$ cat config.mk
export PLATFORM = sky130hd
export DESIGN_NAME = solenoid_pulse_scheduler_core
export DESIGN_NICKNAME = d
export VERILOG_FILES = /design/src/rtl/core/sps_pkg.sv /design/src/rtl/core/sps_ctrl.sv /design/src/rtl/core/sps_dp.sv /design/src/rtl/core/solenoid_pulse_scheduler_core.sv
export SDC_FILE = /design/constraint.sdc
export NUM_CORES = 1
export LEC_CHECK = 0
export ABC_AREA = 1
export BUFFER_PORTS_ARGS = -buffer_cell sky130_fd_sc_hd__buf_4
export CORE_ASPECT_RATIO = 1.2
export CORE_UTILIZATION = 33
export CTS_BUF_LIST = sky130_fd_sc_hd__clkbuf_8 sky130_fd_sc_hd__clkbuf_16
export DETAILED_ROUTE_END_ITERATION = 7
export PLACE_DENSITY = 0.57
export SKIP_CTS_REPAIR_TIMING = 1
export SLEW_MARGIN = 20
export SYNTH_ARGS = -nofsm -noshare
export SYNTH_HDL_FRONTEND = slang
export SYNTH_SLANG_ARGS = --single-unit
$ cat constraint.sdc
create_clock -name clk -period 2.3 [get_ports clk]
set_input_delay 0.115 -clock clk [delete_from_list [all_inputs] [get_ports clk]]
set_output_delay 0.115 -clock clk [all_outputs]
set_load 0.1 [all_outputs]
$ cat src/rtl/core/sps_pkg.sv
package sps_pkg;

	localparam int QUEUE_DEPTH = 8;
	localparam int PTR_W = (QUEUE_DEPTH > 1) ? $clog2(QUEUE_DEPTH) : 1;
	localparam int CNT_W = $clog2(QUEUE_DEPTH + 1);
	localparam int DLY_W = 16;
	localparam int DIR_W = 2;
	localparam int ACT_W = 2;
	localparam int SUM_W = DLY_W + CNT_W;
	localparam int QCNT_W = 4;

	localparam logic [ACT_W-1:0] ACT_TICK   = 2'd0;
	localparam logic [ACT_W-1:0] ACT_ON     = 2'd1;
	localparam logic [ACT_W-1:0] ACT_OFF    = 2'd2;
	localparam logic [ACT_W-1:0] ACT_FORGET = 2'd3;

	localparam logic [DIR_W-1:0] DIR_NONE    = 2'd0;
	localparam logic [DIR_W-1:0] DIR_INVALID = 2'd3;

	localparam logic [1:0] REG_TWO_POINT = 2'd0;
	localparam logic [1:0] REG_PULSE_LEN = 2'd1;
	localparam logic [1:0] REG_QUEUE_EN  = 2'd2;

	typedef enum logic [3:0] {
		OP_NONE,
		OP_LOAD,
		OP_TICK_PULSE,
		OP_TICK_DELAY,
		OP_APPLY_PEND,
		OP_START_ON,
		OP_OFF,
		OP_FORGET,
		OP_ERR,
		OP_SUM_INIT,
		OP_SUM_STEP,
		OP_Q_WRITE,
		OP_POP,
		OP_OUT
	} op_t;

	typedef struct packed {
		logic             two_point;
		logic [DLY_W-1:0] pulse_len;
		logic             queue_en;
	} cfg_t;

	typedef struct packed {
		logic [ACT_W-1:0] action;
		logic [DLY_W-1:0] delay_ticks;
		logic [DIR_W-1:0] direction;
	} item_t;

	typedef struct packed {
		logic [DIR_W-1:0] dir;
		logic [DLY_W-1:0] delay;
	} slot_t;

	typedef struct packed {
		logic              coil_on;
		logic [DIR_W-1:0]  coil_direction;
		logic              off_event;
		logic              error_event;
		logic [QCNT_W-1:0] queue_count;
	} result_t;

	typedef struct packed {
		logic [ACT_W-1:0] action;
		logic             queue_busy;
		logic             full;
		logic             expired;
		logic             drain_go;
		logic             sum_done;
	} stat_t;

	// Queue pointer advance with wrap; b never exceeds QUEUE_DEPTH.
	function automatic logic [PTR_W-1:0] ptr_add(logic [PTR_W-1:0] a, logic [CNT_W-1:0] b);
		logic [CNT_W:0] s;
		s = (CNT_W + 1)'(a) + (CNT_W + 1)'(b);
		if (s >= (CNT_W + 1)'(QUEUE_DEPTH)) begin
			s = s - (CNT_W + 1)'(QUEUE_DEPTH);
		end
		return s[PTR_W-1:0];
	endfunction

endpackage

$ cat src/rtl/core/sps_ctrl.sv
module sps_ctrl (
	input  logic           clk,
	input  logic           arst_n,
	input  logic           s_tvalid,
	output logic           s_tready,
	output logic           m_tvalid,
	input  logic           m_tready,
	input  sps_pkg::stat_t stat,
	output sps_pkg::op_t   op
);
	import sps_pkg::*;

	localparam logic [3:0] ST_IDLE      = 4'd0;
	localparam logic [3:0] ST_DISPATCH  = 4'd1;
	localparam logic [3:0] ST_TICK_DLY  = 4'd2;
	localparam logic [3:0] ST_APPLY     = 4'd3;
	localparam logic [3:0] ST_DRAIN_RD  = 4'd4;
	localparam logic [3:0] ST_DRAIN_POP = 4'd5;
	localparam logic [3:0] ST_SUM       = 4'd6;
	localparam logic [3:0] ST_QWR       = 4'd7;
	localparam logic [3:0] ST_FINISH    = 4'd8;

	logic [3:0] state_q;
	logic [3:0] state_d;
	logic       out_valid_q;
	logic       out_load;

	assign s_tready = (state_q == ST_IDLE);
	assign m_tvalid = out_valid_q;
	assign out_load = (state_q == ST_FINISH) && (!out_valid_q || m_tready);

	always_comb begin
		state_d = state_q;
		op = OP_NONE;
		unique case (state_q)
			ST_IDLE: begin
				if (s_tvalid) begin
					op = OP_LOAD;
					state_d = ST_DISPATCH;
				end
			end
			ST_DISPATCH: begin
				unique case (stat.action)
					ACT_TICK: begin
						op = OP_TICK_PULSE;
						state_d = ST_TICK_DLY;
					end
					ACT_ON: begin
						if (stat.queue_busy && stat.full) begin
							op = OP_ERR;
							state_d = ST_FINISH;
						end else if (stat.queue_busy) begin
							op = OP_SUM_INIT;
							state_d = ST_SUM;
						end else begin
							op = OP_START_ON;
							state_d = ST_FINISH;
						end
					end
					ACT_OFF: begin
						op = OP_OFF;
						state_d = ST_FINISH;
					end
					default: begin
						op = OP_FORGET;
						state_d = ST_FINISH;
					end
				endcase
			end
			ST_TICK_DLY: begin
				op = OP_TICK_DELAY;
				state_d = stat.expired ? ST_APPLY : ST_FINISH;
			end
			ST_APPLY: begin
				op = OP_APPLY_PEND;
				state_d = ST_DRAIN_RD;
			end
			ST_DRAIN_RD: begin
				state_d = stat.drain_go ? ST_DRAIN_POP : ST_FINISH;
			end
			ST_DRAIN_POP: begin
				op = OP_POP;
				state_d = ST_DRAIN_RD;
			end
			ST_SUM: begin
				op = OP_SUM_STEP;
				if (stat.sum_done) begin
					state_d = ST_QWR;
				end
			end
			ST_QWR: begin
				op = OP_Q_WRITE;
				state_d = ST_FINISH;
			end
			ST_FINISH: begin
				if (out_load) begin
					op = OP_OUT;
					state_d = ST_IDLE;
				end
			end
			default: begin
				state_d = ST_IDLE;
			end
		endcase
	end

	always_ff @(posedge clk or negedge arst_n) begin
		if (!arst_n) begin
			state_q <= ST_IDLE;
			out_valid_q <= 1'b0;
		end else begin
			state_q <= state_d;
			if (out_load) begin
				out_valid_q <= 1'b1;
			end else if (m_tready) begin
				out_valid_q <= 1'b0;
			end
		end
	end

endmodule

$ cat src/rtl/core/sps_dp.sv
module sps_dp (
	input  logic             clk,
	input  logic             arst_n,
	input  sps_pkg::cfg_t    cfg,
	input  sps_pkg::item_t   item,
	input  sps_pkg::op_t     op,
	output sps_pkg::stat_t   stat,
	output sps_pkg::result_t result
);
	import sps_pkg::*;

	// Item under work.
	logic [ACT_W-1:0] act_q;
	logic [DLY_W-1:0] dly_q;
	logic [DIR_W-1:0] dir_q;

	// Coil and timer state.
	logic             energized_q;
	logic [DIR_W-1:0] cur_dir_q;
	logic [DIR_W-1:0] pend_dir_q;
	logic [DLY_W-1:0] delay_left_q;
	logic             delay_run_q;
	logic [DLY_W-1:0] pulse_left_q;
	logic             pulse_run_q;
	logic             off_q;
	logic             err_q;

	// Command queue.
	slot_t            mem_q [QUEUE_DEPTH];
	slot_t            rd_data_q;
	logic [PTR_W-1:0] head_q;
	logic [CNT_W-1:0] fill_q;
	logic [PTR_W-1:0] rd_addr;
	logic [PTR_W-1:0] wr_addr;

	// Scheduled-time accumulator.
	logic [SUM_W-1:0] sum_q;
	logic [CNT_W-1:0] idx_q;
	logic             pipe_v_q;
	logic [DLY_W-1:0] q_delay;

	result_t          result_q;

	logic [DIR_W-1:0] en_dir;
	logic [DLY_W-1:0] start_dly;
	logic             en_ok;
	logic             do_en;
	logic [CNT_W+QCNT_W-1:0] fill_ext;

	assign rd_addr = ptr_add(head_q, idx_q);
	assign wr_addr = ptr_add(head_q, fill_q);

	always_comb begin
		if (op == OP_APPLY_PEND) begin
			en_dir = pend_dir_q;
		end else if (op == OP_POP) begin
			en_dir = rd_data_q.dir;
		end else begin
			en_dir = dir_q;
		end
		start_dly = (op == OP_POP) ? rd_data_q.delay : dly_q;
		en_ok = !cfg.two_point || (en_dir != cur_dir_q);
		do_en = (op == OP_APPLY_PEND) ||
			(((op == OP_START_ON) || (op == OP_POP)) && (start_dly == '0));
		if ((SUM_W)'(dly_q) > sum_q) begin
			q_delay = dly_q - sum_q[DLY_W-1:0];
		end else begin
			q_delay = '0;
		end
	end

	assign stat.action     = act_q;
	assign stat.queue_busy = cfg.queue_en && delay_run_q;
	assign stat.full       = (fill_q == CNT_W'(QUEUE_DEPTH));
	assign stat.expired    = delay_run_q && (delay_left_q <= DLY_W'(1));
	assign stat.drain_go   = (fill_q != '0) && !delay_run_q;
	assign stat.sum_done   = (idx_q == fill_q) && !pipe_v_q;

	assign fill_ext = (CNT_W + QCNT_W)'(fill_q);
	assign result = result_q;

	always_ff @(posedge clk or negedge arst_n) begin
		if (!arst_n) begin
			energized_q <= 1'b0;
			cur_dir_q <= DIR_NONE;
			pend_dir_q <= DIR_NONE;
			delay_left_q <= '0;
			delay_run_q <= 1'b0;
			pulse_left_q <= '0;
			pulse_run_q <= 1'b0;
			off_q <= 1'b0;
			err_q <= 1'b0;
			head_q <= '0;
			fill_q <= '0;
			idx_q <= '0;
			pipe_v_q <= 1'b0;
		end else begin
			unique case (op)
				OP_LOAD: begin
					off_q <= 1'b0;
					err_q <= 1'b0;
					idx_q <= '0;
				end
				OP_TICK_PULSE: begin
					if (pulse_run_q) begin
						if (pulse_left_q != '0) begin
							pulse_left_q <= pulse_left_q - DLY_W'(1);
						end
						if (pulse_left_q <= DLY_W'(1)) begin
							pulse_run_q <= 1'b0;
							if (energized_q) begin
								energized_q <= 1'b0;
								off_q <= 1'b1;
							end
						end
					end
				end
				OP_TICK_DELAY: begin
					if (delay_run_q) begin
						if (delay_left_q != '0) begin
							delay_left_q <= delay_left_q - DLY_W'(1);
						end
						if (delay_left_q <= DLY_W'(1)) begin
							delay_run_q <= 1'b0;
						end
					end
				end
				OP_START_ON, OP_POP: begin
					if (start_dly != '0) begin
						pend_dir_q <= en_dir;
						delay_left_q <= start_dly;
						delay_run_q <= 1'b1;
					end
					if (op == OP_POP) begin
						head_q <= ptr_add(head_q, CNT_W'(1));
						fill_q <= fill_q - CNT_W'(1);
					end
				end
				OP_OFF: begin
					if (energized_q) begin
						pulse_run_q <= 1'b0;
						pulse_left_q <= '0;
						energized_q <= 1'b0;
					end
				end
				OP_FORGET: begin
					cur_dir_q <= DIR_NONE;
				end
				OP_ERR: begin
					err_q <= 1'b1;
				end
				OP_SUM_INIT: begin
					idx_q <= '0;
					pipe_v_q <= 1'b0;
				end
				OP_SUM_STEP: begin
					if (idx_q < fill_q) begin
						idx_q <= idx_q + CNT_W'(1);
						pipe_v_q <= 1'b1;
					end else begin
						pipe_v_q <= 1'b0;
					end
				end
				OP_Q_WRITE: begin
					fill_q <= fill_q + CNT_W'(1);
				end
				default: begin
				end
			endcase
			// Energizing overrides the timer updates of the same cycle.
			if (do_en && en_ok) begin
				cur_dir_q <= en_dir;
				energized_q <= 1'b1;
				if (cfg.pulse_len != '0) begin
					pulse_left_q <= cfg.pulse_len;
					pulse_run_q <= 1'b1;
				end
			end
		end
	end

	always_ff @(posedge clk) begin
		rd_data_q <= mem_q[rd_addr];
		if (op == OP_Q_WRITE) begin
			mem_q[wr_addr] <= '{dir: dir_q, delay: q_delay};
		end
		if (op == OP_LOAD) begin
			act_q <= item.action;
			dly_q <= item.delay_ticks;
			dir_q <= (item.direction == DIR_INVALID) ? DIR_NONE : item.direction;
		end
		if (op == OP_SUM_INIT) begin
			sum_q <= (SUM_W)'(delay_left_q);
		end else if ((op == OP_SUM_STEP) && pipe_v_q) begin
			sum_q <= sum_q + (SUM_W)'(rd_data_q.delay);
		end
		if (op == OP_OUT) begin
			result_q.coil_on <= energized_q;
			result_q.coil_direction <= energized_q ? cur_dir_q : DIR_NONE;
			result_q.off_event <= off_q;
			result_q.error_event <= err_q;
			result_q.queue_count <= fill_ext[QCNT_W-1:0];
		end
	end

endmodule

$ cat src/rtl/core/solenoid_pulse_scheduler_core.sv
// Channel   Dir  Width  Contents
// s_*       in   24     one command: action, delay_ticks, direction
// m_*       out  16     one result per command: coil state, events, queue count
// APB       in   32     registers two_point_mode, pulse_length, queue_enable
//
// A command is taken only while the controller is idle, so one command is in work at a time.
// Off, forget, immediate and dropped on commands finish directly. A tick steps the pulse,
// then the delay timer; on expiry it applies the pending direction and drains queued entries
// until the queue empties or the delay restarts. A queued on command sums queued delays
// over the queue memory read port, then writes its entry. A waiting result stalls the next
// command in its last cycle. arst_n clears all control state; queue memory is not reset.
module solenoid_pulse_scheduler_core (
	input  logic        clk,
	input  logic        arst_n,
	input  logic        s_tvalid,
	output logic        s_tready,
	// s_tdata: [1:0] action, [17:2] delay_ticks, [19:18] direction, [23:20] zero
	input  logic [23:0] s_tdata,
	output logic        m_tvalid,
	input  logic        m_tready,
	// m_tdata: [0] coil_on, [2:1] coil_direction, [3] off_event, [4] error_event,
	// [8:5] queue_count, [15:9] zero
	output logic [15:0] m_tdata,
	input  logic        psel,
	input  logic        penable,
	input  logic        pwrite,
	input  logic [3:0]  paddr,
	input  logic [31:0] pwdata,
	output logic [31:0] prdata,
	output logic        pready
);
	import sps_pkg::*;

	cfg_t    cfg_q;
	item_t   item;
	result_t result;
	stat_t   stat;
	op_t     op;
	logic    cfg_wr;

	// Register file; the host must write it only while no command is in work; the block does not enforce it.
	assign pready = 1'b1;
	assign cfg_wr = psel && penable && pwrite && pready;

	always_ff @(posedge clk or negedge arst_n) begin
		if (!arst_n) begin
			cfg_q <= '0;
		end else if (cfg_wr) begin
			unique case (paddr[3:2])
				REG_TWO_POINT: cfg_q.two_point <= pwdata[0];
				REG_PULSE_LEN: cfg_q.pulse_len <= pwdata[DLY_W-1:0];
				REG_QUEUE_EN:  cfg_q.queue_en <= pwdata[0];
				default: begin
				end
			endcase
		end
	end

	always_comb begin
		unique case (paddr[3:2])
			REG_TWO_POINT: prdata = {31'd0, cfg_q.two_point};
			REG_PULSE_LEN: prdata = {16'd0, cfg_q.pulse_len};
			REG_QUEUE_EN:  prdata = {31'd0, cfg_q.queue_en};
			default:       prdata = '0;
		endcase
	end

	// Unpack the command fields, first field in the lowest bits.
	assign item.action      = s_tdata[1:0];
	assign item.delay_ticks = s_tdata[17:2];
	assign item.direction   = s_tdata[19:18];

	assign m_tdata = {7'd0, result.queue_count, result.error_event, result.off_event,
		result.coil_direction, result.coil_on};

	// The controller sequences each command as a short series of datapath operations.
	sps_ctrl u_ctrl (
		.clk      (clk),
		.arst_n   (arst_n),
		.s_tvalid (s_tvalid),
		.s_tready (s_tready),
		.m_tvalid (m_tvalid),
		.m_tready (m_tready),
		.stat     (stat),
		.op       (op)
	);

	// The datapath holds the timers, the coil state and the command queue memory.
	sps_dp u_dp (
		.clk    (clk),
		.arst_n (arst_n),
		.cfg    (cfg_q),
		.item   (item),
		.op     (op),
		.stat   (stat),
		.result (result)
	);

endmodule

==> impl_results.md <==
* Status: finished, violations left
* Failing checks: hold timing
* Setup Crit Path Kind: flop to flop
* Worst setup margin at 12.3 ps
* Fin crit share at between 90 and 100%
* Hold slack at -18.4 ps
* Post-synth top cells: nand2_1 (398), inv_1 (224), edfxtp_1 (189)
* First-pass GRT wire length at 62.8 mm
* Reg2reg path depth at 10
* Register area share after synthesis at around half
* Yosys warning count at 0
* GRT overflow at 0
* Yosys cell types at between 50 and 60
* Largest net degree at the start of global routing at 77
* Synthesized area at 0.0155 mm2
* Initial drt markers at 683
* Max Clock Skew at 30.0 ps
* Antenna Nets Post-Route at 0
* Final hold violations at 1
* Worst-case clock buffer depth at 3
* Worst-path maximum fanout at 8
* Crit path DAT at 2610 ps
* Area Growth Syn to Fin at 27.7%
* CTS tree: yes
* Antenna Cells at 0
* Clock transition at path regs at 60 ps
* Post-placement cell count at 2495
* H-tree Lvls at 1
* DR vias/cell at 4.80
* Relative slew slack at 61.6%
* Slew @ Worst Pin at 570 ps
* Port buffer count at 71
* Synth top area cells: edfxtp_1 (37%), dfrtp_1 (12%), nand2_1 (9.6%)
* Initial antenna violation count at 0
* # rows at 86
* Critical path endpoint category: flop
* First-pass detailed-route iteration total at 5
* Critical Path Source Type: flop
* Final Setup Violations at 0
* FILL cells at ~4.5k
* Most common flop cell mapped by yosys: edfxtp_1
* Post-synth top area cell: edfxtp_1
* Slew Limit Fails at 0
* P_leak at 0.00860 uW
* Final HPWL DP at 28.6 mm
* Via count at ~13k
* GP Congestion at 0.906
* Core ar. at 0.0462 mm2
* Sink Count at around 290
* # nets final at between 2k and 2.5k
* Initial Util at 33.7%
* Final core utilization at 43.0%
* RSZ-0062 raised after global routing: yes
* Vias in the first global route at 11.7k
* Layout cells sized above 1 at roughly a fifth
* Syn Area/Cell at 8.79 um2
* Depth of the worst hold-timing path at 5
* Pwr/cell area at 1170 mW/mm2
* Synth top area share at 36.5%
* Worst hold path type: primary input to flop
* Pre-CTS WS at -286 ps
* Die X at 200 um
* Die area at roughly 0.048 mm2
* Drt wl/cell at 15.9 um
* EDFF count, synth at 189
* Synthesized instance count at 1768
* Clock Tree Root: clkbuf_16
* Most common cell in the netlist: nand2_1
* VDD IR max at 629 uV
* Non-Filler Instances at roughly 2.6k
* TNS Setup at 0 ps
* Total wire length at between 40 and 50 mm
* CTS buffer count at 30
* Max_cap viols at 0
* DRC viols at 0
* FF+latch count, synth at 287
* Async SR Flop Fraction at a little over a quarter
* Total GRT Usage at 16.7%
* Fmax at roughly 0.44 GHz
* Worst-skew pair later-pin latency at 590 ps
* Critical path data required time at 2620 ps
* Die height at between 200 and 250 um
* Boundary Pins at 118
* Fin crit period at around 2300 ps
==> kinds of logic (layout without fill, tap and decap cells) <==
kind of cell             Yosys count  in the layout  synth area share (%)
flip-flops                       287            287                  51.6
XOR/XNOR                          42             42                  2.37
adder cells (fa/ha/maj)           52             52                  4.43
multiplexers                      19             19                  1.23
buffers and inverters            307            515                  8.43
other                              2             24                0.0483
AO/OA/AOI/OAI                    284            284                  10.1
AND/OR/NAND/NOR                  775            779                  21.8
==> path summary, 6_finish.rpt <==
path | slack, ps | endpoint | start
worst min register to register | 450 | u_dp.result[4] | u_dp.err_q
worst max-delay path | 10 | u_dp.mem_q[7][10] | u_dp.dly_q[3]
max in group asynchronous | 1820 | u_ctrl.state_q[1] | arst_n
min in group asynchronous | 100 | u_dp.pulse_left_q[3] | arst_n
worst min-delay path | -20 | cfg_q[0] | penable
worst max register to register | 10 | u_dp.mem_q[7][10] | u_dp.dly_q[3]
==> worst max-delay path, cell delays in order (launching register included) <==
cell and delay (ps):
edfxtp_1 480, ha_1 360, a21oi_1 260, nand2_4 110, inv_2 70, nor2_1 40
nor2_2 150, nor3_2 50, nor2_1 160, xor2_1 220, nor2_2 110
==> metal layers <==
layer,wire length [um],vias up,global-route usage [%]
met5,0,-,0
met4,1200,0,5.69
met2,21100,220,28.7
li1,-,6288,-
met1,18100,6000,21.7
met3,1320,61,1.94
==> power breakdown <==
group	total, uW	internal [uW]	switching [uW]
clock network	5350	3230	2120
registers	7370	6510	860
logic	10400	3930	6480
==> flip-flops by register name (all words and copies together) (netlist names) <==
register / flops
u_dp.dly_q: 16
u_dp.pipe_v_q: 1
u_dp.idx_q: 4
u_dp.pulse_run_q: 1
u_dp.energized_q: 1
u_dp.act_q: 2
u_dp.delay_run_q: 1
cfg_q: 18
u_dp.dir_q: 2
u_dp.pulse_left_q: 16
u_dp.mem_q: 144
u_dp.delay_left_q: 16
u_dp.sum_q: 20
u_dp.cur_dir_q: 2
u_dp.result: 9
u_dp.err_q: 1
u_dp.pend_dir_q: 2
u_dp.fill_q: 4
u_ctrl.m_tvalid: 1
u_ctrl.state_q: 4
u_dp.head_q: 3
u_dp.rd_data_q: 18
u_dp.off_q: 1
==> layout make-up <==
| cell class | count | area (um2) | area share [%] |
|---|---|---|---|
| clock buffer | 32 | 778 | 3.92 |
| tap | 616 | 771 | 3.89 |
| sequential | 287 | 8020 | 40.4 |
| timing repair buffer | 230 | 2250 | 11.3 |
| multi-input combinational | 1200 | 6840 | 34.5 |
| clock inverter | 24 | 312 | 1.57 |
| inverter | 229 | 871 | 4.39 |
==> placed cells by master (no fill, tap or decap), types with 7 or more instances in the layout <==
cell type / count
nand2_1: 379
inv_1: 221
edfxtp_1: 189
buf_4: 155
nor2_1: 124
o21ai_0: 122
nand3_1: 106
a21oi_1: 86
dfrtp_1: 74
dlygate4sd3_1: 42
nand4_1: 36
nor2_2: 35
ha_1: 34
clkbuf_16: 34
buf_12: 27
xor2_1: 24
conb_1: 24
o211ai_1: 22
dfxtp_1: 22
mux2i_1: 18
nand3b_1: 17
xnor2_1: 17
a31oi_1: 17
nand2_2: 16
nor3_1: 11
inv_2: 9
nor2_4: 9
or2_2: 8
nand3_2: 7
ha_4: 7
bufinv_16: 7
==> metrics by stage <==
step,power (uW),instance area [um2]
3_5_place_dp,16900,17600
4_1_cts,22300,18600
2_1_floorplan,13900,15600
3_3_place_gp,16800,17600
5_1_grt,24700,19800
6_report,23100,19800
No activity file was read; power rests on OpenSTA's default activity.
